==> config.mk <==
export PLATFORM = sky130hd
export DESIGN_NAME = jac_merge
export DESIGN_NICKNAME = d
export VERILOG_FILES = /design/src/hw/rtl/jac_pkg.sv /design/src/hw/rtl/jac_merge.sv
export SDC_FILE = /design/constraint.sdc
export NUM_CORES = 1
export LEC_CHECK = 0
export BUFFER_PORTS_ARGS = -buffer_cell sky130_fd_sc_hd__buf_2
export CAP_MARGIN = 20
export CORE_MARGIN = 10
export CORE_UTILIZATION = 51
export CTS_BUF_LIST = sky130_fd_sc_hd__clkbuf_8 sky130_fd_sc_hd__clkbuf_16
export CTS_CLUSTER_DIAMETER = 120
export CTS_CLUSTER_SIZE = 16
export DETAILED_ROUTE_END_ITERATION = 7
export PLACE_DENSITY = 0.8
export REMOVE_ABC_BUFFERS = 1
export SLEW_MARGIN = 15
export SYNTH_ARGS = -nofsm -noshare
export SYNTH_HDL_FRONTEND = slang
export SYNTH_SLANG_ARGS = --single-unit
export TNS_END_PERCENT = 30
==> constraint.sdc <==
create_clock -name clock -period 12.3 [get_ports clock]
set_input_delay 0 -clock clock [delete_from_list [all_inputs] [get_ports clock]]
set_output_delay 0 -clock clock [all_outputs]
set_load 0.05 [all_outputs]
==> src/hw/rtl/jac_pkg.sv <==
`default_nettype none
// ----------------------------------------------------------------------------
// jac_pkg
// shared constants, types and helpers of the 3x3 jacobi eigen solver
// ----------------------------------------------------------------------------
package jac_pkg;
   localparam int DATA_WIDTH_DEF = 32;
   localparam int FW = 32;
   localparam int ROT_W = 8;
   localparam int THR_W = 31;
   localparam int CSR_W = 31;
   localparam int NLANE = 6;

   typedef enum logic [0:0] {
      CSR_MAX_ROT = 1'b0,
      CSR_THRESH  = 1'b1
   } csr_idx_type;

   // what one lane hands the merging stage
   typedef struct packed {
      logic [FW-1:0] mag;
   } lane_res_type;

   // pivot choice from the merging stage
   typedef struct packed {
      logic [1:0]    p;
      logic [1:0]    q;
      logic [FW-1:0] best;
   } pivot_type;

   function automatic logic [FW-1:0] mag32(input logic signed [FW-1:0] v);
      logic [FW:0] t;
      t = v[FW-1] ? (~{v[FW-1], v} + 33'd1) : {1'b0, v};
      return t[FW-1:0] | {FW{t[FW]}};
   endfunction
endpackage
`default_nettype wire

==> src/hw/rtl/jac_merge.sv <==
`default_nettype none
// ----------------------------------------------------------------------------
// jac_merge
// picks the largest lane magnitude, first in row-major order on ties
// ----------------------------------------------------------------------------
module jac_merge (
   input  wire logic                  clock,
   input  jac_pkg::lane_res_type      lanes [jac_pkg::NLANE],
   output jac_pkg::pivot_type         pivot
);
   import jac_pkg::*;
   pivot_type pv_in, pv_ff;
   logic [1:0] lp [NLANE];
   logic [1:0] lq [NLANE];
   assign lp = '{2'd0, 2'd0, 2'd1, 2'd1, 2'd2, 2'd2};
   assign lq = '{2'd1, 2'd2, 2'd0, 2'd2, 2'd0, 2'd1};
   always_comb begin
      pv_in = '0;
      for (int i = 0; i < NLANE; i++) begin
         if (lanes[i].mag > pv_in.best) begin
            pv_in.best = lanes[i].mag;
            pv_in.p = lp[i];
            pv_in.q = lq[i];
         end
      end
   end
   always_ff @(posedge clock) begin
      pv_ff <= pv_in;
   end
   assign pivot = pv_ff;
endmodule
`default_nettype wire

Word level (Yosys, flattened, before mapping):

Index checks and enable logic that the tools add are counted.

* magnitude comparators: 6
* multiplexer cells: 6
* reductions and logical operators: 1

Operators with widths (count)
* 32-bit greater-than comparator: 5
* 36-bit two-way mux: 3
* 33-bit two-way mux: 2
* 32-bit by 1-bit greater-than comparator with 1-bit output (second input constant): 1
* 32-bit two-way mux: 1
* 2-bit OR reduction: 1

* bits in registers: 36
* input port bits: 193
* output and inout port bits: 36
* logic and storage cells: 17

Longest topological paths before layout:

* word-level depth: 12
* gate-level depth with buffers: 73
* mapped depth without buffers: 64

Least setup slack after synthesis:

OpenSTA, ideal clock, no wires.

* path kind: input to register
* start point: input port lanes[174] (netlist bit)
* end point: register pv_ff (netlist bit pivot[11])
* library setup time: 0.079 ns
* data arrival time: 12.653 ns
* data required time: 12.221 ns
* setup slack: -0.432 ns
* stages: 69
* buffers on the path: 9
* cell sequence: inv_1 > ha_1 > nand4_1 > or3_1 > a21oi_1 > o31ai_1 > nand2_1 > clkbuf_1 > clkbuf_1 > a21oi_1 > ha_1 > a41oi_1 > o21ai_0 > a21oi_1 > o21ai_0 > a221oi_1 > o311ai_1 > nor3_2 > [33 not listed] > o21ai_2 > buf_4 > mux2_4 > ha_1 > o21a_1 > o21a_1 > o21a_1 > o21a_1 > o21a_1 > o21a_1 > o21a_1 > o21ai_0 > a21boi_0 > o21ai_0 > clkbuf_1 > clkbuf_1 > o2111ai_1 > o211ai_1

RTL lines
* start: declaration: line jac_merge.sv:8 `input jac_pkg::lane_res_type lanes [jac_pkg::NLANE],`
* end signal: assignment: line jac_merge.sv:28 `pv_ff <= pv_in;`
* end: declaration: line jac_merge.sv:12 `pivot_type pv_in, pv_ff;`

==> Implementation_results.wiki <==
{| class="wikitable"
! Metric !! Value
|-
| Result of the run || finished, final reports clean
|-
| Initial antenna violation count || 4
|-
| Synth Register Bits || 36
|-
| Fraction of registers with async set/reset || 0%
|-
| Number of max-slew violations in the final report || 0
|-
| Commonest cells after routing, fill and taps aside || 228 x buf_2, 148 x ha_1, 107 x inv_1
|-
| Post-detailed-route via-to-cell ratio || 6.302
|-
| TritonCTS Buffers || 5
|-
| Primary flip-flop cell chosen by synthesis mapping || dfxtp_1
|-
| IR drop worst, VDD || 0.2157 mV
|-
| Endpoint kind of the worst setup timing path || flop
|-
| Hold WS || 0.008561 ns
|-
| Total iterations of the first detailed-routing run || 5
|-
| Worst-case setup slack after placement || -0.4217 ns
|-
| Initial drt markers || 817
|-
| Hold Path Origin || lanes[4]
|-
| Cell type of the slowest stage on the worst timing path || a221o_1
|-
| Number of ports placed on the die boundary || 229
|-
| CP endpoint || pivot[31]$_DFF_P_
|-
| Final cell count without fillers || 1638
|-
| Period Utilization, post-route || 97.86%
|-
| Pin count of the biggest net entering global routing || 39
|-
| Area of the core region || 17120 sq um
|-
| Maximum clock insertion buffer count || 2
|-
| Number of buffer cells added on primary ports || 228
|-
| Final standard cell area without fillers || 11470 sq um
|-
| Library cell used as clock root buffer || clkbuf_16
|-
| Placed wire-length estimate after detailed placement || 26330 um
|-
| First-pass GRT wire length || 50340 um
|-
| WP data required || 12.47 ns
|-
| Number of failing hold endpoints at the final stage || 0
|-
| Synthesis-to-finish area growth || 29.78%
|-
| Top cell by count, worst path || a21o_1
|-
| CP peak stage delay || 0.38 ns
|-
| Number of nets at the end of the flow || 1755
|-
| Worst-margin pin slew || 0.6966 ns
|-
| Post-synthesis instance area || 8835 sq um
|-
| Power per cell area || 218.1 nW/um^2
|-
| Synthesized area divided by synthesized cell count || 7.723 sq um
|-
| Total number of vias || 10320
|-
| Routability Congestion || 1.007
|-
| Post-place instance area || 10410 sq um
|-
| Drc violations || 0
|-
| P_leak || 5.799 nW
|-
| Vert. Die Dim || 151.6 um
|-
| CP max FO || 14
|-
| Critical Path Start || lanes[179]
|-
| Routed wire length || 33950 um
|-
| Clock-pin slew on the worst setup and hold paths || 0.07 ns
|-
| Worst setup path class || primary input to flop
|-
| Starting density of the core || 51.62%
|-
| Cell Count Post-Placement || 1576
|-
| Die area || 22990 sq um
|-
| Endpoint arrival time on the critical path || 12.21 ns
|-
| Hold Path Class || primary input to flop
|-
| Post-synthesis cell count || 1144
|-
| Die Span X || 151.6 um
|-
| Most common cell after layout, fill and taps aside || buf_2
|-
| Distinct cell type count after synthesis || 70
|-
| Maximum clock frequency || 0.08307 GHz
|-
| Relative slew slack || 53.07%
|-
| Yosys warning total || 0
|-
| Mean routed wirelength per cell || 20.72 um
|-
| Remaining global-route overflow || 0
|-
| Register area share after synthesis || 8.157%
|-
| Number of rows created at floorplan || 48
|-
| Time the worst path needs with I/O delays and setup || 12.04 ns
|-
| Number of routed nets with antenna violations || 0
|-
| Clock sink count || 36
|-
| Startpoint class of the critical path || primary input
|-
| Count of flip-flops with a built-in enable after synthesis || 0
|-
| Setup violators final || 0
|-
| Worst setup margin || 0.2627 ns
|-
| GRT Overall Usage || 27.10%
|-
| Number of global-route vias before repair || 9972
|-
| TritonCTS clock tree || yes
|-
| Fraction of final layout cells with drive strength greater than 1 || 32.24%
|-
| Max FFs per register || 36
|-
| Max capacitance violation total || 0
|-
| Fin Setup TNS || 0 ns
|-
| CTS H-tree depth || 2
|}
-- Yosys cell counts, types with 3 or more instances --
cell / count / area (sq um)
a21o_1: 49 / 367.9
a21oi_1: 74 / 370.4
a221o_1: 3 / 30.03
a221oi_4: 30 / 788.3
a32oi_1: 31 / 271.5
and2_1: 6 / 37.54
and3_1: 34 / 212.7
buf_1: 3 / 11.26
buf_12: 3 / 60.06
buf_4: 6 / 45.04
clkbuf_1: 55 / 206.5
dfxtp_1: 36 / 720.7
ha_1: 155 / 1939
inv_1: 106 / 397.9
mux2_2: 5 / 56.30
mux2_4: 26 / 390.4
nand2_1: 77 / 289.0
nand2_2: 16 / 100.1
nand2b_1: 5 / 31.28
nand3_1: 79 / 395.4
nand4_1: 34 / 212.7
nor2_1: 93 / 349.1
nor2b_1: 7 / 43.79
nor3_1: 3 / 15.01
nor4_1: 11 / 68.82
o2111ai_1: 32 / 280.3
o211ai_1: 35 / 262.8
o21a_1: 10 / 75.07
o21ai_0: 61 / 305.3
o21ai_1: 3 / 15.01
or2_2: 3 / 18.77
or3_1: 4 / 25.02
-- through the flow --
step	util, %	total power, mW
floorplan	-	1.570
global placement	60.81	2.108
detailed placement	60.81	2.151
CTS	63.63	2.336
global route	66.94	2.640
finish	66.99	2.501
-- routing by layer --
metal,wire length (um),track usage [%],vias to the layer above,share of wire [%]
li1,-,-,4870,-
met1,13730,34.45,4752,40
met2,15790,45.19,610,47
met3,3279,4.604,88,9.7
met4,1126,9.485,2,3.3
met5,13,0,-,0.038
-- power breakdown --
part	internal, mW	switching [mW]	total, mW
Combinational	0.851	1.30	2.16
Clock	0.0801	0.0577	0.138
Sequential	0.189	0.0184	0.207
-- worst max-delay path, delay by kind of cell --
kind,cells,cell delay [ns]
AOI/OAI and AO/OA,41,7.57
and+or+nand+nor,10,1.77
adders and majority gates,5,1.51
buffers and inverters,6,0.79
muxes,3,0.53
-- worst min-delay path by stage --
stage / endpoint / slack [ns] / cells after the start
6_report: pivot[4]$_DFF_P_ / 0.009 / 3
5_1_grt: pivot[4]$_DFF_P_ / 0.02 / 3
4_1_cts: pivot[4]$_DFF_P_ / 0.005 / 3
3_5_place_dp: pivot[1]$_DFF_P_ / 0.25 / 3
3_3_place_gp: pivot[1]$_DFF_P_ / 0.25 / 3
2_1_floorplan: pivot[1]$_DFF_P_ / 0.11 / 2
-- timing repair --
item,CTS,global route
pin swaps,1,39
gates resized for setup,7,75
cloned,1,4
buffers inserted,1,16
endpoints found under the setup margin,35,36
endpoints found under the hold margin,27,0
hold buffers,27,0
-- cell families after synthesis --
| kind of cell | after synthesis | synth area share, % |
|---|---|---|
| adders and majority gates | 155 | 21.95 |
| and+or+nand+nor | 386 | 21.78 |
| buffers and inverters | 175 | 8.342 |
| muxes | 35 | 5.566 |
| AOI/OAI and AO/OA | 357 | 34.20 |
| DFF | 36 | 8.157 |
-- final cells by class --
type	instances	area [sq um]
repair buffers	325	2171
clock inverters	2	11.26
diodes	5	12.51
well taps	225	281.5
flip-flops and latches	36	720.7
inverters	106	397.9
multi-input cells	933	7732
clock buffers	6	138.9
fillers	1446	5650
Note: power is estimated with default switching activity, not from simulation.
