## src/hw/rtl/jac_sqrt.sv

```systemverilog
`default_nettype none
// ----------------------------------------------------------------------------
// jac_sqrt
// bit-serial integer square root and restoring divider, shared unit
// ----------------------------------------------------------------------------
module jac_sqrt (
   input  wire logic        clock,
   input  wire logic        reset,
   input  wire logic        go,
   input  wire logic        div_mode,
   input  wire logic [63:0] arg_a,
   input  wire logic [63:0] arg_b,
   output logic             done,
   output logic [63:0]      result
);
   logic [63:0] x_ff, r_ff, b_ff, d_ff;
   logic [6:0]  n_ff;
   logic        run_ff, mode_ff, done_ff;
   logic [64:0] trial;
   logic [64:0] rem_sh;
   always_comb begin
      trial  = {1'b0, x_ff} - {1'b0, r_ff + b_ff};
      rem_sh = {r_ff, x_ff[63]};
   end
   always_ff @(posedge clock) begin
      if (reset) begin
         run_ff <= 1'b0;
         done_ff <= 1'b0;
      end else begin
         done_ff <= 1'b0;
         if (go) begin
            run_ff <= 1'b1;
            mode_ff <= div_mode;
            x_ff <= arg_a;
            d_ff <= arg_b;
            r_ff <= '0;
            b_ff <= 64'h4000_0000_0000_0000;
            n_ff <= div_mode ? 7'd64 : 7'd32;
         end else if (run_ff) begin
            if (mode_ff) begin
               // restoring division: r is remainder, x shifts into quotient
               if (rem_sh >= {1'b0, d_ff}) begin
                  r_ff <= 64'(rem_sh - {1'b0, d_ff});
                  x_ff <= {x_ff[62:0], 1'b1};
               end else begin
                  r_ff <= rem_sh[63:0];
                  x_ff <= {x_ff[62:0], 1'b0};
               end
            end else begin
               if (!trial[64]) begin
                  x_ff <= trial[63:0];
                  r_ff <= (r_ff >> 1) + b_ff;
               end else begin
                  r_ff <= r_ff >> 1;
               end
               b_ff <= b_ff >> 2;
            end
            n_ff <= n_ff - 7'd1;
            if (n_ff == 7'd1) begin
               run_ff <= 1'b0;
               done_ff <= 1'b1;
            end
         end
      end
   end
   assign done = done_ff;
   assign result = mode_ff ? x_ff : r_ff;
endmodule
`default_nettype wire

```

## config.mk

```make
export PLATFORM = sky130hd
export DESIGN_NAME = jac_sqrt
export DESIGN_NICKNAME = d
export VERILOG_FILES = /design/src/hw/rtl/jac_sqrt.sv
export SDC_FILE = /design/constraint.sdc
export NUM_CORES = 1
export LEC_CHECK = 0
export ABC_AREA = 0
export ABC_CLOCK_PERIOD_IN_PS = 12000
export BUFFER_PORTS_ARGS = -buffer_cell sky130_fd_sc_hd__buf_2
export CORE_ASPECT_RATIO = 0.6
export CORE_UTILIZATION = 60
export CTS_BUF_LIST = sky130_fd_sc_hd__clkbuf_4 sky130_fd_sc_hd__clkbuf_8
export DETAILED_ROUTE_END_ITERATION = 10
export PLACE_DENSITY = 0.8
export SYNTH_ARGS = -nofsm -noshare
export SYNTH_HDL_FRONTEND = slang
export SYNTH_SLANG_ARGS = --single-unit
```

## constraint.sdc

```tcl
create_clock -name clock -period 12 [get_ports clock]
set_input_delay 1.8 -clock clock [delete_from_list [all_inputs] [get_ports clock]]
set_output_delay 1.8 -clock clock [all_outputs]
set_load 0.02 [all_outputs]
```

=== After elaboration in Yosys (flattened, before gate mapping) ===
Index checks and enable logic that the tools add are counted.
W data, S select, Z words.

* Word-level logic and storage cells: 44
* Input port bits: 132
* Output and inout bits: 65
* Register bits: 266

* $add $sub $neg: 5
* Equality and inequality tests: 3
* Mux-type cells: 19
* Bitwise operators: 2
* Magnitude comparators: 1
* Reduce and logical (&&, ||, !) cells: 6

{| class="wikitable"
|+ Operator list
! kind !! number
|-
| $mux W64 || 11
|-
| $ge A65 B64 Y1 || 1
|-
| $sub A64 B64 Y65 || 1
|-
| $add A63 B64 Y64 || 1
|-
| $add A64 B64 Y64 || 1
|-
| $sub A64 B64 Y64 || 1
|-
| $mux W7 || 3
|-
| $eq A7 B1 Y1 const B || 1
|-
| $sub A7 B1 Y7 const B || 1
|-
| $reduce_and A3 Y1 || 2
|-
| $mux W1 || 5
|-
| $reduce_and A2 Y1 || 2
|-
| $ne A3 B3 Y1 const B || 1
|-
| $reduce_or A3 Y1 || 1
|-
| $ne A2 B2 Y1 const B || 1
|-
| $not A1 Y1 || 2
|-
| $reduce_bool A2 Y1 || 1
|}

=== Longest topological paths before layout ===
* Word-level depth: 6
* Depth in mapped cells: 28

=== Worst setup path before layout ===
OpenSTA, ideal clock, no wires.

* Kind: reg2reg
* From: register r_ff[0]
* To: register x_ff[0], enable pin
* Cell stages (with the launch flop): 22
* Setup slack: 4136 ps
* Library setup time: 486 ps
* Required time: 11514 ps
* Period minus slack after synthesis: 7864 ps
* Data arrival time: 7378 ps
* Path through: edfxtp_1 ha_1 ha_1 a211o_1 a41oi_1 o21a_1 o211ai_1 or3_1 o21ai_0 nor2_1 o211a_1 o21ai_0 xor2_1 ha_1 nand2_1 nor2_1 or4b_2 o21ai_1 a41o_1 clkbuf_1 nor2_1 nor2_1

* Longest elaborated chain between the ends: 4

{| class="wikitable"
|+ Ends and longest elaborated chain
! what !! line !! text
|-
| from (decl) || 16 || <nowiki>logic [63:0] x_ff, r_ff, b_ff, d_ff;</nowiki>
|-
| from (signal assigned) || 43 || <nowiki>r_ff <= 64'(rem_sh - {1'b0, d_ff});</nowiki>
|-
| from (signal assigned) || 46 || <nowiki>r_ff <= rem_sh[63:0];</nowiki>
|-
| from (signal assigned) || 52 || <nowiki>r_ff <= (r_ff >> 1) + b_ff;</nowiki>
|-
| $add A64 B64 Y64 || 22 || <nowiki>trial = {1'b0, x_ff} - {1'b0, r_ff + b_ff};</nowiki>
|-
| $sub A64 B64 Y65 || 22 ||
|-
| $ne A3 B3 Y1 (no line) || - ||
|-
| $reduce_and A3 Y1 (no line) || - ||
|-
| to (signal assigned) || 34 || <nowiki>x_ff <= arg_a;</nowiki>
|-
| to (signal assigned) || 44 || <nowiki>x_ff <= {x_ff[62:0], 1'b1};</nowiki>
|-
| to (signal assigned) || 47 || <nowiki>x_ff <= {x_ff[62:0], 1'b0};</nowiki>
|-
| to (decl) || 16 ||
|}

No other way between the ends.
A chain may end at the register's enable or synchronous reset.

=== Worst setup path in the final report ===
* From: register r_ff[8]
* To: register x_ff[12], enable pin

Same word-level chain as after synthesis.

==> summary.txt <==
Critical path
  • Crit. End Element: register
  • Reg2Reg Setup Slack: 4.26 ns
  • Reg2reg start: r_ff[8]$_SDFFCE_PP0P_
  • Cell depth of the worst flop-to-flop path: 24
  • Critical path required time: 12.21 ns
  • WS Path Type: reg2reg
  • WP data arrival: 7.95 ns
  • Crit start category: register
  • Crit Path Max Fanout: 64
  • Reg-to-Reg End: x_ff[12]$_DFFE_PP_

Power and ir drop
  • Switch share: 0.433
  • Power share of the clock group: 0.216
  • Comb power frac: 0.489
  • Net switching power: 1.63 mW
  • Peak supply drop: 110 uV
  • LEAKAGE: 10.5 nW
  • Pint: 2.14 mW
  • Pwr/cell area: 148 nW/um^2
  • Sequential share of power: 0.295

Routing
  • Initial DRC count: 2,916
  • Routed wire per std cell: 22.2 um
  • Post-DRT Antenna Nets: 0
  • DRC viols: 0
  • Final WL: 77,300 um
  • Vias post-DR: 23,000
  • First-pass DRT Iterations: 6
  • Via density: 6.61

Floorplan
  • Core box area: 38,100 sq um
  • Effective utilization at floorplan: 0.616
  • Row count: 55
  • Die W: 257 um
  • Die height: 155 um
  • I/O pins: 197
  • Die area: 39,900 sq um

Timing
  • Slew HR: 0.213
  • Post-Route Setup TNS: 0 ns
  • Final slew viol count: 0
  • F_max: 129 MHz
  • RSZ-0062 raised after global routing: no
  • Clock Skews: 0.0230 ns
  • # setup viols final: 0
  • Slew @ Worst Pin: 1.18 ns
  • Fin crit share: 0.645
  • Fin crit period: 7.74 ns
  • Endpoints failing hold: 0

Yosys
  • Main synth FF type: edfxtp_1
  • Cell Area, Synth: 23,400 sq um
  • Seq cells post-synth: 234
  • Top-count cell post-synth: nand2_1
  • Synth top area share: 0.297
  • Yosys warns: 0
  • Most common library cells after synthesis: nand2_1, a21oi_1, edfxtp_1, o21ai_0, nor2_1
  • Seq/Total Area, Yosys: 0.299
  • Syn Area/Cell: 8.29 sq um
  • Count of cell types in the netlist: 79
  • Largest cells by area after synthesis: edfxtp_1, ha_1, a21oi_1
  • Synth async-reset ratio: 0
  • EDFF count, synth: 232
  • Syn Inst Count: 2,826
  • Leading area contributor after synthesis: edfxtp_1
  • Synthesized net count: 3,156

GRT
  • GRT Overall Usage: 0.376
  • Gr ovfl total: 0
  • First-pass GRT wire length: 119,000 um
  • Pin count of the biggest net entering global routing: 185
  • Initial antenna violation count: 1
  • Vias in the first global route: 21,600

Final layout
  • Cell Count, Final, Fillers Out: 3,484
  • P&R area growth vs syn: 8.98%
  • Share of layout cells above drive strength 1: 0.128
  • Antenna diodes: 0
  • Layout net count: 3,272

Clock network
  • Cts bufs inserted: 41
  • CTS tree: done
  • Setup Buffers After CTS: 0
  • Clk slew on worst S/H paths: 0.06 ns
  • CTS Hold Bufs: 0
  • Root Driver: clkbuf_8
  • Worst skew pair latency: 0.61 ns
  • Clock buffer depth: 3
  • H-Tree Depth: 2
  • Clock Sinks: 234
  • Post-CTS Resized: 0

Place
  • HPWL Detailed: 59,400 um
  • PortBufs: 196
  • Dpl cells: 3,412
  • GP Congestion: 0.988

Hold path
  • Min-delay worst type: reg2reg
  • Worst hold path depth: 1
  • Worst Hold Path EP: b_ff[56]$_SDFFCE_PP0P_
  • Hold Crit Start: b_ff[58]$_SDFFCE_PP0P_

Run
  • Max Cap Viol: 0

Outcome
  • Outcome: finished, final reports clean
-- registers in the layout (all words and copies together), names as in the netlist --
| name | count |
|---|---|
| b_ff | 32 |
| d_ff | 64 |
| done | 1 |
| mode_ff | 1 |
| n_ff | 7 |
| r_ff | 64 |
| run_ff | 1 |
| x_ff | 64 |
-- placed cells by master (no fill, tap or decap), types with 16 or more instances in the layout --
cell type | netlist | final
ha_1 | 196 | 196
buf_4 | 0 | 18
nor2b_1 | 52 | 52
a21o_1 | 71 | 71
nand4_1 | 63 | 63
nand2_1 | 292 | 292
o21a_1 | 18 | 18
a31oi_1 | 64 | 64
mux2_2 | 61 | 61
o21bai_1 | 50 | 50
nand3_1 | 43 | 43
nor3_1 | 40 | 40
clkbuf_8 | 0 | 41
and2_1 | 20 | 20
nand2b_1 | 17 | 17
mux2i_1 | 19 | 19
xor2_1 | 80 | 80
o22ai_1 | 18 | 18
a21oi_1 | 260 | 260
buf_2 | 8 | 195
inv_1 | 172 | 170
and3_1 | 23 | 23
a31o_2 | 16 | 16
o21ai_0 | 232 | 232
edfxtp_1 | 232 | 232
nor2_1 | 208 | 206
o211ai_1 | 25 | 25
xnor2_1 | 148 | 148
a211oi_1 | 57 | 57
-- power groups by stage --
| stage | sequential [mW] | clock [mW] | combinational [mW] |
|---|---|---|---|
| finish | 1.11 | 0.814 | 1.84 |
| global route | 1.12 | 0.846 | 2.00 |
| CTS | 1.11 | 0.812 | 1.80 |
| detailed placement | 1.12 | 0 | 1.78 |
| global placement | 1.12 | 0 | 1.75 |
| floorplan | 1.07 | 0 | 1.35 |
-- cell type report --
class | instances | area, sq um
multi-input combinational | 2278 | 15300
fill | 3214 | 12500
tap | 513 | 642
timing repair buffer | 215 | 1140
clock inverter | 25 | 219
sequential | 234 | 7010
clock buffer | 47 | 609
inverter | 172 | 646
-- layer usage --
| metal | GRT usage | vias to the layer above | share of wire |
|---|---|---|---|
| met5 | 0 | - | 0.00017 |
| met4 | 0.122 | 2 | 0.031 |
| met3 | 0.0658 | 182 | 0.093 |
| met2 | 0.585 | 1234 | 0.44 |
| met1 | 0.531 | 10900 | 0.44 |
| li1 | - | 10700 | - |
-- critical path, cell delays in order, from the launching register on --
cell and delay (ns):
edfxtp_1 0.56, ha_1 0.43, and4_1 0.27, nand4_1 0.15, a31oi_1 0.37, o21bai_1 0.23
o21ai_0 0.47, a31oi_1 0.27, o41ai_1 0.66, nand2_1 0.11, and3b_1 0.30, o21ai_0 0.19
a31oi_1 0.10, ha_1 0.41, nand2_1 0.10, nor2_1 0.26, nand2_1 0.13, nor2_1 0.29
o21ai_0 0.17, nand2_1 0.15, a41o_1 0.11, buf_4 0.33, nor2_1 0.25, nor2_4 0.15
buf_4 0.78
-- worst max-delay path by stage --
stage                           from                 end  slack, ns  depth (start not counted)
3_5_place_dp   r_ff[8]$_SDFFCE_PP0P_  x_ff[15]$_DFFE_PP_       4.62                         24
2_1_floorplan  r_ff[0]$_SDFFCE_PP0P_   x_ff[0]$_DFFE_PP_       4.14                         21
4_1_cts        r_ff[8]$_SDFFCE_PP0P_   x_ff[4]$_DFFE_PP_       4.57                         24
5_1_grt        r_ff[8]$_SDFFCE_PP0P_  x_ff[12]$_DFFE_PP_       3.93                         22
3_3_place_gp   r_ff[8]$_SDFFCE_PP0P_  x_ff[16]$_DFFE_PP_       4.89                         24
6_report       r_ff[8]$_SDFFCE_PP0P_  x_ff[12]$_DFFE_PP_       4.26                         24
-- kinds of logic after synthesis --
group	Yosys count	share of synthesized area
and+or+nand+nor	829	0.168
adders and majority gates	198	0.106
xor gates and xnor gates	228	0.0852
DFF	234	0.299
AOI/OAI and AO/OA	943	0.253
muxes	80	0.0374
buffers and inverters	314	0.0507
-- metrics by stage --
step | hold slack (ns) | cell area, sq um | power, mW | worst slack (ns) | util
after global placement | 0.592 | 24700 | 2.87 | 4.89 | 0.649
after floorplan | 0.547 | 23400 | 2.42 | 4.14 | -
after CTS | 0.613 | 25500 | 3.72 | 4.57 | 0.671
after detailed placement | 0.599 | 24700 | 2.91 | 4.62 | 0.649
after global routing | 0.654 | 25500 | 3.96 | 3.93 | 0.671
final | 0.613 | 25500 | 3.77 | 4.26 | 0.671
No activity file was read; power rests on OpenSTA's default activity.
