--- src/hw/rtl/jac_pkg.sv ---
`default_nettype none
// ----------------------------------------------------------------------------
// jac_pkg
// shared constants, types and helpers of the 3x3 jacobi eigen solver
// ----------------------------------------------------------------------------
package jac_pkg;
   localparam int DATA_WIDTH_DEF = 32;
   localparam int FW = 32;
   localparam int ROT_W = 8;
   localparam int THR_W = 31;
   localparam int CSR_W = 31;
   localparam int NLANE = 6;

   typedef enum logic [0:0] {
      CSR_MAX_ROT = 1'b0,
      CSR_THRESH  = 1'b1
   } csr_idx_type;

   // what one lane hands the merging stage
   typedef struct packed {
      logic [FW-1:0] mag;
   } lane_res_type;

   // pivot choice from the merging stage
   typedef struct packed {
      logic [1:0]    p;
      logic [1:0]    q;
      logic [FW-1:0] best;
   } pivot_type;

   function automatic logic [FW-1:0] mag32(input logic signed [FW-1:0] v);
      logic [FW:0] t;
      t = v[FW-1] ? (~{v[FW-1], v} + 33'd1) : {1'b0, v};
      return t[FW-1:0] | {FW{t[FW]}};
   endfunction
endpackage
`default_nettype wire

--- src/hw/rtl/jac_lane.sv ---
`default_nettype none
// ----------------------------------------------------------------------------
// jac_lane
// magnitude of one off-diagonal element, registered
// ----------------------------------------------------------------------------
module jac_lane (
   input  wire logic                     clock,
   input  wire logic signed [jac_pkg::FW-1:0] elem,
   output jac_pkg::lane_res_type         res
);
   import jac_pkg::*;
   logic [FW-1:0] mag_ff;
   // unsigned magnitude: |-2^31| is 2^31 exactly
   always_ff @(posedge clock) begin
      mag_ff <= elem[FW-1] ? (~elem + 32'd1) : elem;
   end
   assign res.mag = mag_ff;
endmodule
`default_nettype wire

--- config.mk ---
export PLATFORM = sky130hd
export DESIGN_NAME = jac_lane
export DESIGN_NICKNAME = d
export VERILOG_FILES = /design/src/hw/rtl/jac_pkg.sv /design/src/hw/rtl/jac_lane.sv
export SDC_FILE = /design/constraint.sdc
export NUM_CORES = 1
export LEC_CHECK = 0
export BUFFER_PORTS_ARGS = -buffer_cell sky130_fd_sc_hd__buf_2
export CAP_MARGIN = 15
export CORE_MARGIN = 3
export CORE_UTILIZATION = 41
export CTS_CLUSTER_DIAMETER = 60
export CTS_CLUSTER_SIZE = 20
export DETAILED_ROUTE_END_ITERATION = 6
export PLACE_DENSITY_LB_ADDON = 0.15
export SYNTH_ARGS = -nofsm -noshare
export SYNTH_HDL_FRONTEND = slang
export SYNTH_SLANG_ARGS = --single-unit
--- constraint.sdc ---
create_clock -name clock -period 1.6 [get_ports clock]
set_clock_uncertainty 0.05 [all_clocks]
set_input_delay 0.16 -clock clock [delete_from_list [all_inputs] [get_ports clock]]
set_output_delay 0.16 -clock clock [all_outputs]
set_load 0.05 [all_outputs]
# Word-level counts from Yosys, hierarchy flattened
# Index checks and enable logic that the tools add are counted.
dict set report totals {
  word_cells 5
  out_inout_bits 32
  inputBits 33
  register_bits 32
}
dict set report op_classes {
  n_bitwise 1
  muxes 1
  n_addsub 1
}
# operator count
set ops {}
lappend ops {{$add A32 B1 Y32 const B} 1}
lappend ops {{$not A32 Y32} 1}
lappend ops {{$mux W31} 1}

# Depth between registers and ports, before layout
# Gate-level depths: netlist (run 1).
dict set report logic_depth {
  word_depth 3
  depth_mapped 5
  depth_no_buf 5
}

# Least setup slack after synthesis (run 1)
# OpenSTA, ideal clock, no wires.
dict set report synth_timing {
  path_type {input-to-reg}
  from {input elem[25] in the netlist's numbering}
  to {register mag_ff[30] (netlist: res[30])}
  path_buffers 0
  setup_slack_ps 41
  cell_stages 4
  setup_ps 72
  t_arrival_ps 1436
  t_required_ps 1478
  cell_sequence {or4_4 or4_4 o31ai_4 xnor2_1}
}
dict set report synth_between {
  elab_chain_cells 3
}
# element line
set synth_lines {}
lappend synth_lines {{start, declared} jac_lane.sv:8} ;# input wire logic signed [jac_pkg::FW-1:0] elem,
lappend synth_lines {{$not A32 Y32} jac_lane.sv:15} ;# mag_ff <= elem[FW-1] ? (~elem + 32'd1) : elem;
lappend synth_lines {{$add A32 B1 Y32} jac_lane.sv:15}
lappend synth_lines {{$mux W31} jac_lane.sv:15}
lappend synth_lines {{end signal, assigned} jac_lane.sv:15}
lappend synth_lines {{end, declared} jac_lane.sv:12} ;# logic [FW-1:0] mag_ff;
# Every way passes these cells.
# A chain may end at the register's enable or synchronous reset.

# Final worst setup path (run 1)
dict set report layout_timing {
  from {input elem[28] in the netlist's numbering}
  to {register mag_ff[30] (netlist: res[30])}
}
# Same word-level chain as after synthesis.

==> impl_metrics.tcl, run 1 <==
set metrics [dict create \
    grt.overflow.total 0 \
    critPathMaxFanout 3 \
    root_buffer "clkbuf_4" \
    antenna_cells 0 \
    path_delay_family "buffers and inverters" \
    multi_input_area_um2 722 \
    max-cap-violations 0 \
    crit_arrival_ns 1.70 \
    place_ws_ns -0.124 \
    initial_core_util 0.443 \
    cts_resized 0 \
    area_growth_pct 46.4 \
    core_area_mm2 0.00313 \
    synth_top_family_by_area "XOR/XNOR gates" \
    finalHoldViolCount 0 \
    syn_area_per_cell_um2 10.9 \
    p_int_mw 1.28 \
    seqPwrFrac 0.450 \
    antenna_found_initial 0 \
    finalCriticalPeriod_ns 1.50 \
    cts.sinks 32 \
    setup_violations 0 \
    hold_class "input pin to flip-flop" \
    drt_first_pass_iters 4 \
    num_rows 20 \
    drive_above_1_share 0.441 \
    synth_fa_ha_area_frac 0.0181 \
    synthXorXnorAreaFrac 0.183 \
    crit_chain "dlygate4sd3_1 -> buf_2 -> or4_4 -> o31ai_4 -> xnor2_1" \
    use_met3 0.0703 \
    synthesis.area_mm2 0.00139 \
    cpPeakStageDelay_ns 0.53 \
    powerDensity_mw_per_mm2 982 \
    vias 1262 \
    cts_buffer_depth 2 \
    final_nets 256 \
    io_buffers 64 \
    fill_cells 277 \
    cts_inserted_buffers 5 \
    drt_iter0_markers 39 \
    combPwrFrac 0.313 \
    final_antenna_net_count 0 \
    tritoncts "yes" \
    synth_top_area_frac 0.463 \
    synth_cells 127 \
    tightest_slew_ns 0.583 \
    period_share 0.939 \
    synth_compound_area_frac 0.151 \
    synthMuxAreaShare 0 \
    grt_pass1_vias 1310 \
    die_w_um 64.1 \
    synthSimpleGateAreaFrac 0.169 \
    placed_cells 248 \
    end_kind "flip-flop" \
    grt.total_usage 0.175 \
    largest_reg_flops 32 \
    startpoint_type "input pin" \
    drc_errors 0 \
    whs_path_depth 2 \
    synth_nets 162 \
    yosysWarnings 0 \
    worst_slack_ns 0.0980 \
    grt.busiest_layer "met2" \
    status "complete, no violations" \
    synth_area_leaders "dfxtp_1 46%, xnor2_1 18%, o31ai_1 5.4%" \
    synth_top_area_cell "dfxtp_1" \
    path_clk_slew_ns 0.09 \
    relSlewSlack 0.611 \
    synth.distinct_cells 24 \
    fmaxAchievable_ghz 0.666 \
    die_h_um 64.1 \
    use_met2 0.303 \
    peakVddDrop_uv 470 \
    holdPathEnd "res[20]$_DFF_P_" \
    p_clk_frac 0.237 \
    power_leakage_nw 0.862 \
    grt_use_met1 0.191 \
    crit_buf_inv 2 \
    holdCritStartpoint "elem[20]" \
    grt_pass1_wl_mm 5.61 \
    routed_wl_mm 3.31 \
    io_pins 65 \
    p_sw_frac 0.357 \
    cpMaxStageDelayCell "dlygate4sd3_1" \
    wire_per_inst_um 12.5 \
    grt_max_degree 33 \
    gp_congestion 0.798 \
    cts_setup_buffers 0 \
    synth_seq_cells 32 \
    ctsHtreeMaxLevel 2 \
    netSwitchingPower_mw 0.712 \
    synth_seq_area_share 0.463 \
    seqCellArea_um2 641 \
    crit_required_ns 1.80 \
    instances_no_fill 266 \
    slew_viol_final 0 \
    critical_path_class "input pin to flip-flop" \
    die_area_mm2 0.00411 \
    rsz0062_at_grt "false" \
    dp_hpwl_mm 2.56 \
    viasPerCell 4.74 \
]
## layer usage
metal / wire (um) / share of wire
met1: 1360 / 0.41
met3: 235 / 0.071
met5: 0 / 0
met4: 46 / 0.014
met2: 1680 / 0.51
## repair_timing
item | in CTS | in global routing
hold buffers | 10 | 0
setup endpoints to repair | 0 | 0
hold endpoints to repair | 10 | 0
## synthesized netlist by cell type (all sizes together)
master and count:
o21ai 9, buf 1, ha 2, or3 2, nand4 3, dfxtp 32, or4 3, clkbuf 2
nor4 5, inv 3, nand2b 3, xnor2 29, o41ai 6, nand3 1, o31ai 11, nor2 4
nand2 10, nor3 1
## how the worst max path moves through the flow
stage                   from         endpoint  slack (ns)  cells past startpoint
floorplan           elem[25]  res[30]$_DFF_P_        0.04                      4
global placement    elem[25]  res[30]$_DFF_P_       -0.08                      5
finish              elem[28]  res[30]$_DFF_P_         0.1                      5
global route        elem[28]  res[30]$_DFF_P_        0.05                      5
CTS                 elem[28]  res[30]$_DFF_P_        0.10                      5
detailed placement  elem[25]  res[30]$_DFF_P_       -0.12                      5
## layout by cell type, fill, tap and decap left out, types with 2 or more instances in the layout
| cell | count |
|---|---|
| buf_2 | 64 |
| dfxtp_1 | 32 |
| xnor2_1 | 29 |
| buf_4 | 16 |
| o31ai_1 | 10 |
| nand2_1 | 10 |
| dlygate4sd3_1 | 10 |
| o21ai_0 | 9 |
| clkbuf_4 | 5 |
| nor2_1 | 4 |
| o41ai_1 | 4 |
| inv_1 | 3 |
| nand2b_1 | 3 |
| nor4_4 | 2 |
| nor4_2 | 2 |
| nand4_2 | 2 |
| or4_4 | 2 |
| or3_1 | 2 |
| o41ai_2 | 2 |
| ha_1 | 2 |
| clkbuf_1 | 2 |
## cell type report
class                   instances  share of cell area
clock buffers                   8              0.0290
inverters                       3             0.00555
multi-input cells              89               0.356
flip-flops and latches         32               0.316
well taps                      44              0.0271
repair buffers                 90               0.267
## cell families after synthesis
logic type / count (synthesis)
and+or+nand+nor: 32
DFF: 32
xor gates and xnor gates: 29
AOI/OAI and AO/OA: 26
buffers and inverters: 6
adders and majority gates: 2
## metrics by stage
step	hold slack, ns	utilization	cell area [um2]	TNS (ns)	total power, mW
3_3_place_gp	0.260	0.598	1870	-0.163	1.51
2_1_floorplan	0.138	-	1390	0	1.33
3_5_place_dp	0.261	0.598	1870	-0.286	1.52
6_report	0.0169	0.648	2030	0	1.99
5_1_grt	0.00328	0.648	2030	0	2.09
4_1_cts	0.00537	0.648	2030	0	2.01
## power by group through the flow
stage	clock network, mW	registers, mW	logic, mW
global placement	0	0.913	0.599
floorplan	0	1.21	0.119
detailed placement	0	0.915	0.608
global route	0.527	0.904	0.660
finish	0.472	0.896	0.624
CTS	0.489	0.897	0.628
Power figures use the tool's default switching activity.
==> run 2, diff against run 1 <==
Settings changed: CORE_UTILIZATION 41 to 49.
Clock period 1.6 ns to 1.8 ns, I/O delays scaled along.
==> run 2 against run 1 <==
Compared with the run above:
- wire length down 11%
- utilization up 5.8 points
- setup slack better by 0.24 ns
- global-route usage up 0.25 points
- flip-flop and latch count is the same
- first-iteration DRC count is 36% lower
- cell count shrank 13%
- via count is 7.7% lower
- total power decreased by 13%
- non-clock buffer count shrank 21
- critical path depth unchanged
- largest power group unchanged
==> impl_metrics.tcl, run 2 (same netlist as run 1, synthesis figures left out) <==
set metrics [dict create \
    status "complete, no violations" \
    grt.overflow.total 0 \
    antenna_cells 0 \
    vias 1165 \
    power_leakage_nw 0.768 \
    startpoint_type "input pin" \
    final_common_cell "buf_2" \
    io_pins 65 \
    slew_viol_final 0 \
    cts_resized 0 \
    grt_max_degree 33 \
    post-route-util 0.707 \
    cpMostUsedCell "or4_4" \
    rsz0062_at_grt "false" \
    cts_hold_buf 1 \
    area_growth_pct 32.2 \
    io_buffers 64 \
    cts_inserted_buffers 5 \
    finalCriticalPeriod_ns 1.46 \
    fmaxAchievable_ghz 0.686 \
    critical_path_class "input pin to flip-flop" \
    layout_common_cells "64 x buf_2, 32 x dfxtp_1, 29 x xnor2_1" \
    drt_iter0_markers 25 \
    die_h_um 59.2 \
    path_clk_slew_ns 0.09 \
    finalHoldViolCount 0 \
    cts.sinks 32 \
    holdCritStartpoint "elem[29]" \
    largest_reg_flops 32 \
    end_kind "flip-flop" \
    cts_buffer_depth 2 \
    grt_pass1_wl_mm 4.73 \
    powerDensity_mw_per_mm2 942 \
    hold_class "input pin to flip-flop" \
    initial_core_util 0.535 \
    crit_required_ns 1.99 \
    cts_setup_buffers 0 \
    tritoncts "yes" \
    core_area_mm2 0.00259 \
    cpMaxStageDelayCell "or4_4" \
    dp_hpwl_mm 2.34 \
    num_rows 18 \
    grt_pass1_vias 1119 \
    final_antenna_net_count 0 \
    fill_cells 205 \
    die_w_um 59.2 \
    crit_buf_inv 1 \
    crit_chain "buf_2 -> or4_4 -> or4_4 -> o31ai_4 -> xnor2_1" \
    holdPathEnd "res[29]$_DFF_P_" \
    die_area_mm2 0.00350 \
    drive_above_1_share 0.428 \
    final_nets 235 \
    cpPeakStageDelay_ns 0.55 \
    crit_arrival_ns 1.65 \
    root_buffer "clkbuf_4" \
    relSlewSlack 0.642 \
    wire_per_inst_um 12.7 \
    viasPerCell 5.04 \
    tightest_slew_ns 0.537 \
    max-cap-violations 0 \
    antenna_found_initial 0 \
    drt_first_pass_iters 4 \
    ctsHtreeMaxLevel 2 \
    whs_path_depth 2 \
    setup_violations 0 \
    gp_congestion 0.739 \
    critPathMaxFanout 4 \
    grt.total_usage 0.177 \
    period_share 0.810 \
    routed_wl_mm 2.94 \
    drc_errors 0 \
    setup_tns_ns 0 \
    path_delay_family "simple AND/OR/NAND/NOR gates" \
    peakVddDrop_uv 686 \
]
## run 2: final cells by class
type / instances / area (um2) / share of cell area
inverters: 3 / 11.3 / 0.00615
repair buffers: 69 / 360 / 0.197
well taps: 30 / 37.5 / 0.0205
multi-input cells: 89 / 722 / 0.394
flip-flops and latches: 32 / 641 / 0.350
clock buffers: 8 / 58.8 / 0.0321
## run 2: worst max path at each step
| stage | start | end | slack, ns | depth (start not counted) |
|---|---|---|---|---|
| after global placement | elem[25] | res[30]$_DFF_P_ | 0.08 | 5 |
| final | elem[25] | res[30]$_DFF_P_ | 0.34 | 5 |
| after floorplan | elem[25] | res[30]$_DFF_P_ | 0.22 | 4 |
| after global routing | elem[17] | res[28]$_DFF_P_ | 0.25 | 5 |
| after CTS | elem[9] | res[28]$_DFF_P_ | 0.35 | 6 |
| after detailed placement | elem[25] | res[30]$_DFF_P_ | 0.02 | 5 |
## run 2: where the power goes
part	switching [mW]	internal, mW
clock network	0.214	0.193
registers	0.0149	0.781
logic	0.382	0.140
## run 2: per-layer routing
| metal | track usage | vias to the layer above | wire, um | share of wire |
|---|---|---|---|---|
| met5 | 0 | - | 0 | 0 |
| met4 | 0.0777 | 0 | 21 | 0.0071 |
| met3 | 0.0545 | 4 | 232 | 0.079 |
| met2 | 0.290 | 46 | 1440 | 0.49 |
| met1 | 0.214 | 513 | 1250 | 0.42 |
| li1 | - | 602 | - | - |
## run 2: per-stage QoR
| stage | setup slack [ns] | instances | total power [mW] | hold slack [ns] | area, um2 |
|---|---|---|---|---|---|
| finish | 0.342 | 231 | 1.72 | 0.0187 | 1830 |
| global route | 0.248 | 231 | 1.80 | 0.00238 | 1830 |
| CTS | 0.349 | 231 | 1.74 | 0.0140 | 1830 |
| detailed placement | 0.0223 | 222 | 1.34 | 0.283 | 1760 |
| global placement | 0.0757 | 222 | 1.33 | 0.280 | 1760 |
| floorplan | 0.221 | 127 | 1.18 | 0.158 | 1390 |
==> run 3, diff against run 2 <==
Settings changed: CORE_UTILIZATION 49 to 41.
Clock period 1.8 ns to 1.3 ns, I/O delays scaled along.
==> run 3 against run 2 <==
Compared with the run above:
- critical endpoint unchanged
- count of clock-buffer cells in the layout is 2 lower
- flip-flop and latch count unchanged
- clock power grew 82%
- critical path type unchanged
- the run now ends with setup timing left
- largest cell class unchanged
- global-route usage up 1.1 points
==> impl_metrics.tcl, run 3 (same netlist as run 1, synthesis figures left out) <==
set metrics [dict create \
    routed_wl_mm 3.54 \
    dp_hpwl_mm 2.73 \
    whs_path_depth 3 \
    fill_cells 246 \
    die_w_um 64.1 \
    place_ws_ns -0.440 \
    power_mw 2.68 \
    antenna_cells 0 \
    holdPathEnd "res[25]$_DFF_P_" \
    antenna_found_initial 0 \
    cts.sinks 32 \
    drt_first_pass_iters 4 \
    violations "setup timing" \
    num_rows 20 \
    die_area_mm2 0.00411 \
    io_buffers 64 \
    area_growth_pct 62.1 \
    drt_iter0_markers 56 \
    vias 1345 \
    gp_congestion 0.782 \
    viasPerCell 4.74 \
    seqCellArea_um2 641 \
    grt_pass1_vias 1337 \
    wl_met3_um 259 \
    final_antenna_net_count 0 \
    finalHoldViolCount 0 \
    status "finished, violations left" \
    grt_pass1_wl_mm 6.04 \
    max-cap-violations 0 \
    multi_input_area_um2 776 \
    slew_viol_final 0 \
    die_h_um 64.1 \
    p_clk_frac 0.276 \
    fmaxAchievable_ghz 0.730 \
    drc_errors 0 \
    final_common_cell "buf_2" \
    cts_buffer_depth 2 \
    initial_core_util 0.443 \
    critical_path_class "input pin to flip-flop" \
    largest_reg_flops 32 \
    final_nets 274 \
    grt.total_usage 0.189 \
    drive_above_1_share 0.525 \
    root_buffer "clkbuf_4" \
    wl_met2_mm 1.78 \
    holdCritStartpoint "elem[25]" \
    worst_slack_ns -0.0699 \
    io_pins 65 \
    core_area_mm2 0.00313 \
    tightest_slew_ns 0.377 \
    hold_class "input pin to flip-flop" \
    peakVddDrop_uv 730 \
    path_clk_slew_ns 0.10 \
    wl_met1_mm 1.45 \
    grt_max_degree 33 \
    rsz0062_at_grt "true" \
    cts_inserted_buffers 5 \
    ctsHtreeMaxLevel 2 \
    critPathMaxFanout 3 \
    setup_violations 1 \
    crit_arrival_ns 1.58 \
    period_share 1.05 \
    layout_common_cells "63 x buf_2, 37 x buf_4, 32 x dfxtp_1" \
    cts_setup_buffers 0 \
    seqPwrFrac 0.413 \
    netSwitchingPower_mw 0.919 \
    tritoncts "yes" \
    grt.overflow.total 0 \
    end_kind "flip-flop" \
    relSlewSlack 0.745 \
    post-route-util 0.718 \
    route.top_layer_used "met4" \
    power_leakage_nw 0.987 \
    p_int_mw 1.76 \
    crit_required_ns 1.51 \
    finalCriticalPeriod_ns 1.37 \
    powerDensity_mw_per_mm2 1190 \
    wire_per_inst_um 12.5 \
    combPwrFrac 0.311 \
    startpoint_type "input pin" \
    p_sw_frac 0.343 \
]
run 3: worst max-delay path, cell delays in order:
cell and delay (ns):
buf_6 0.09, or4_4 0.53, or4_4 0.45, o31ai_4 0.21, xnor2_1 0.16
run 3: area by class of cell:
| type | count | area share |
|---|---|---|
| flip-flops and latches | 32 | 0.285 |
| multi-input cells | 89 | 0.346 |
| clock inverters | 2 | 0.0156 |
| well taps | 44 | 0.0245 |
| clock buffers | 6 | 0.0184 |
| inverters | 3 | 0.00502 |
| repair buffers | 108 | 0.305 |
run 3: per-layer routing:
metal | GRT usage | vias up
met3 | 0.0685 | 6
met1 | 0.215 | 619
li1 | - | 679
met4 | 0.0712 | 0
met5 | 0 | -
met2 | 0.320 | 41
run 3: power groups by stage:
| stage | sequential, mW | clock [mW] | combinational (mW) |
|---|---|---|---|
| after global routing | 1.11 | 0.809 | 0.878 |
| final | 1.11 | 0.739 | 0.832 |
| after CTS | 1.11 | 0.761 | 0.828 |
| after floorplan | 1.49 | 0 | 0.149 |
| after global placement | 1.12 | 0 | 0.800 |
| after detailed placement | 1.13 | 0 | 0.812 |
run 3: timing repair:
| item | 4_1_cts | 5_1_grt |
|---|---|---|
| endpoints found under the hold margin | 6 | 0 |
| pin swaps | 1 | 2 |
| setup endpoints to repair | 1 | 7 |
| gates resized for setup | 1 | 5 |
| hold buffers | 5 | 0 |
run 3: metrics by stage:
stage	hold WS, ns	cell area, um2	TNS [ns]	instances
after floorplan	0.108	1410	-1.01	127
after global placement	0.286	2080	-4.40	271
after detailed placement	0.299	2080	-5.37	271
after CTS	0.00996	2210	-0.0582	284
after global routing	0.0118	2240	-0.0964	284
final	0.0273	2240	-0.0699	284
run 3: worst max path at each step:
stage	start	endpoint	slack (ns)	cells after the start
after detailed placement	elem[25]	res[30]$_DFF_P_	-0.44	5
after global routing	elem[25]	res[30]$_DFF_P_	-0.07	5
final	elem[25]	res[30]$_DFF_P_	-0.07	5
after floorplan	elem[25]	res[30]$_DFF_P_	-0.23	4
after CTS	elem[25]	res[30]$_DFF_P_	-0.06	5
after global placement	elem[25]	res[30]$_DFF_P_	-0.35	5
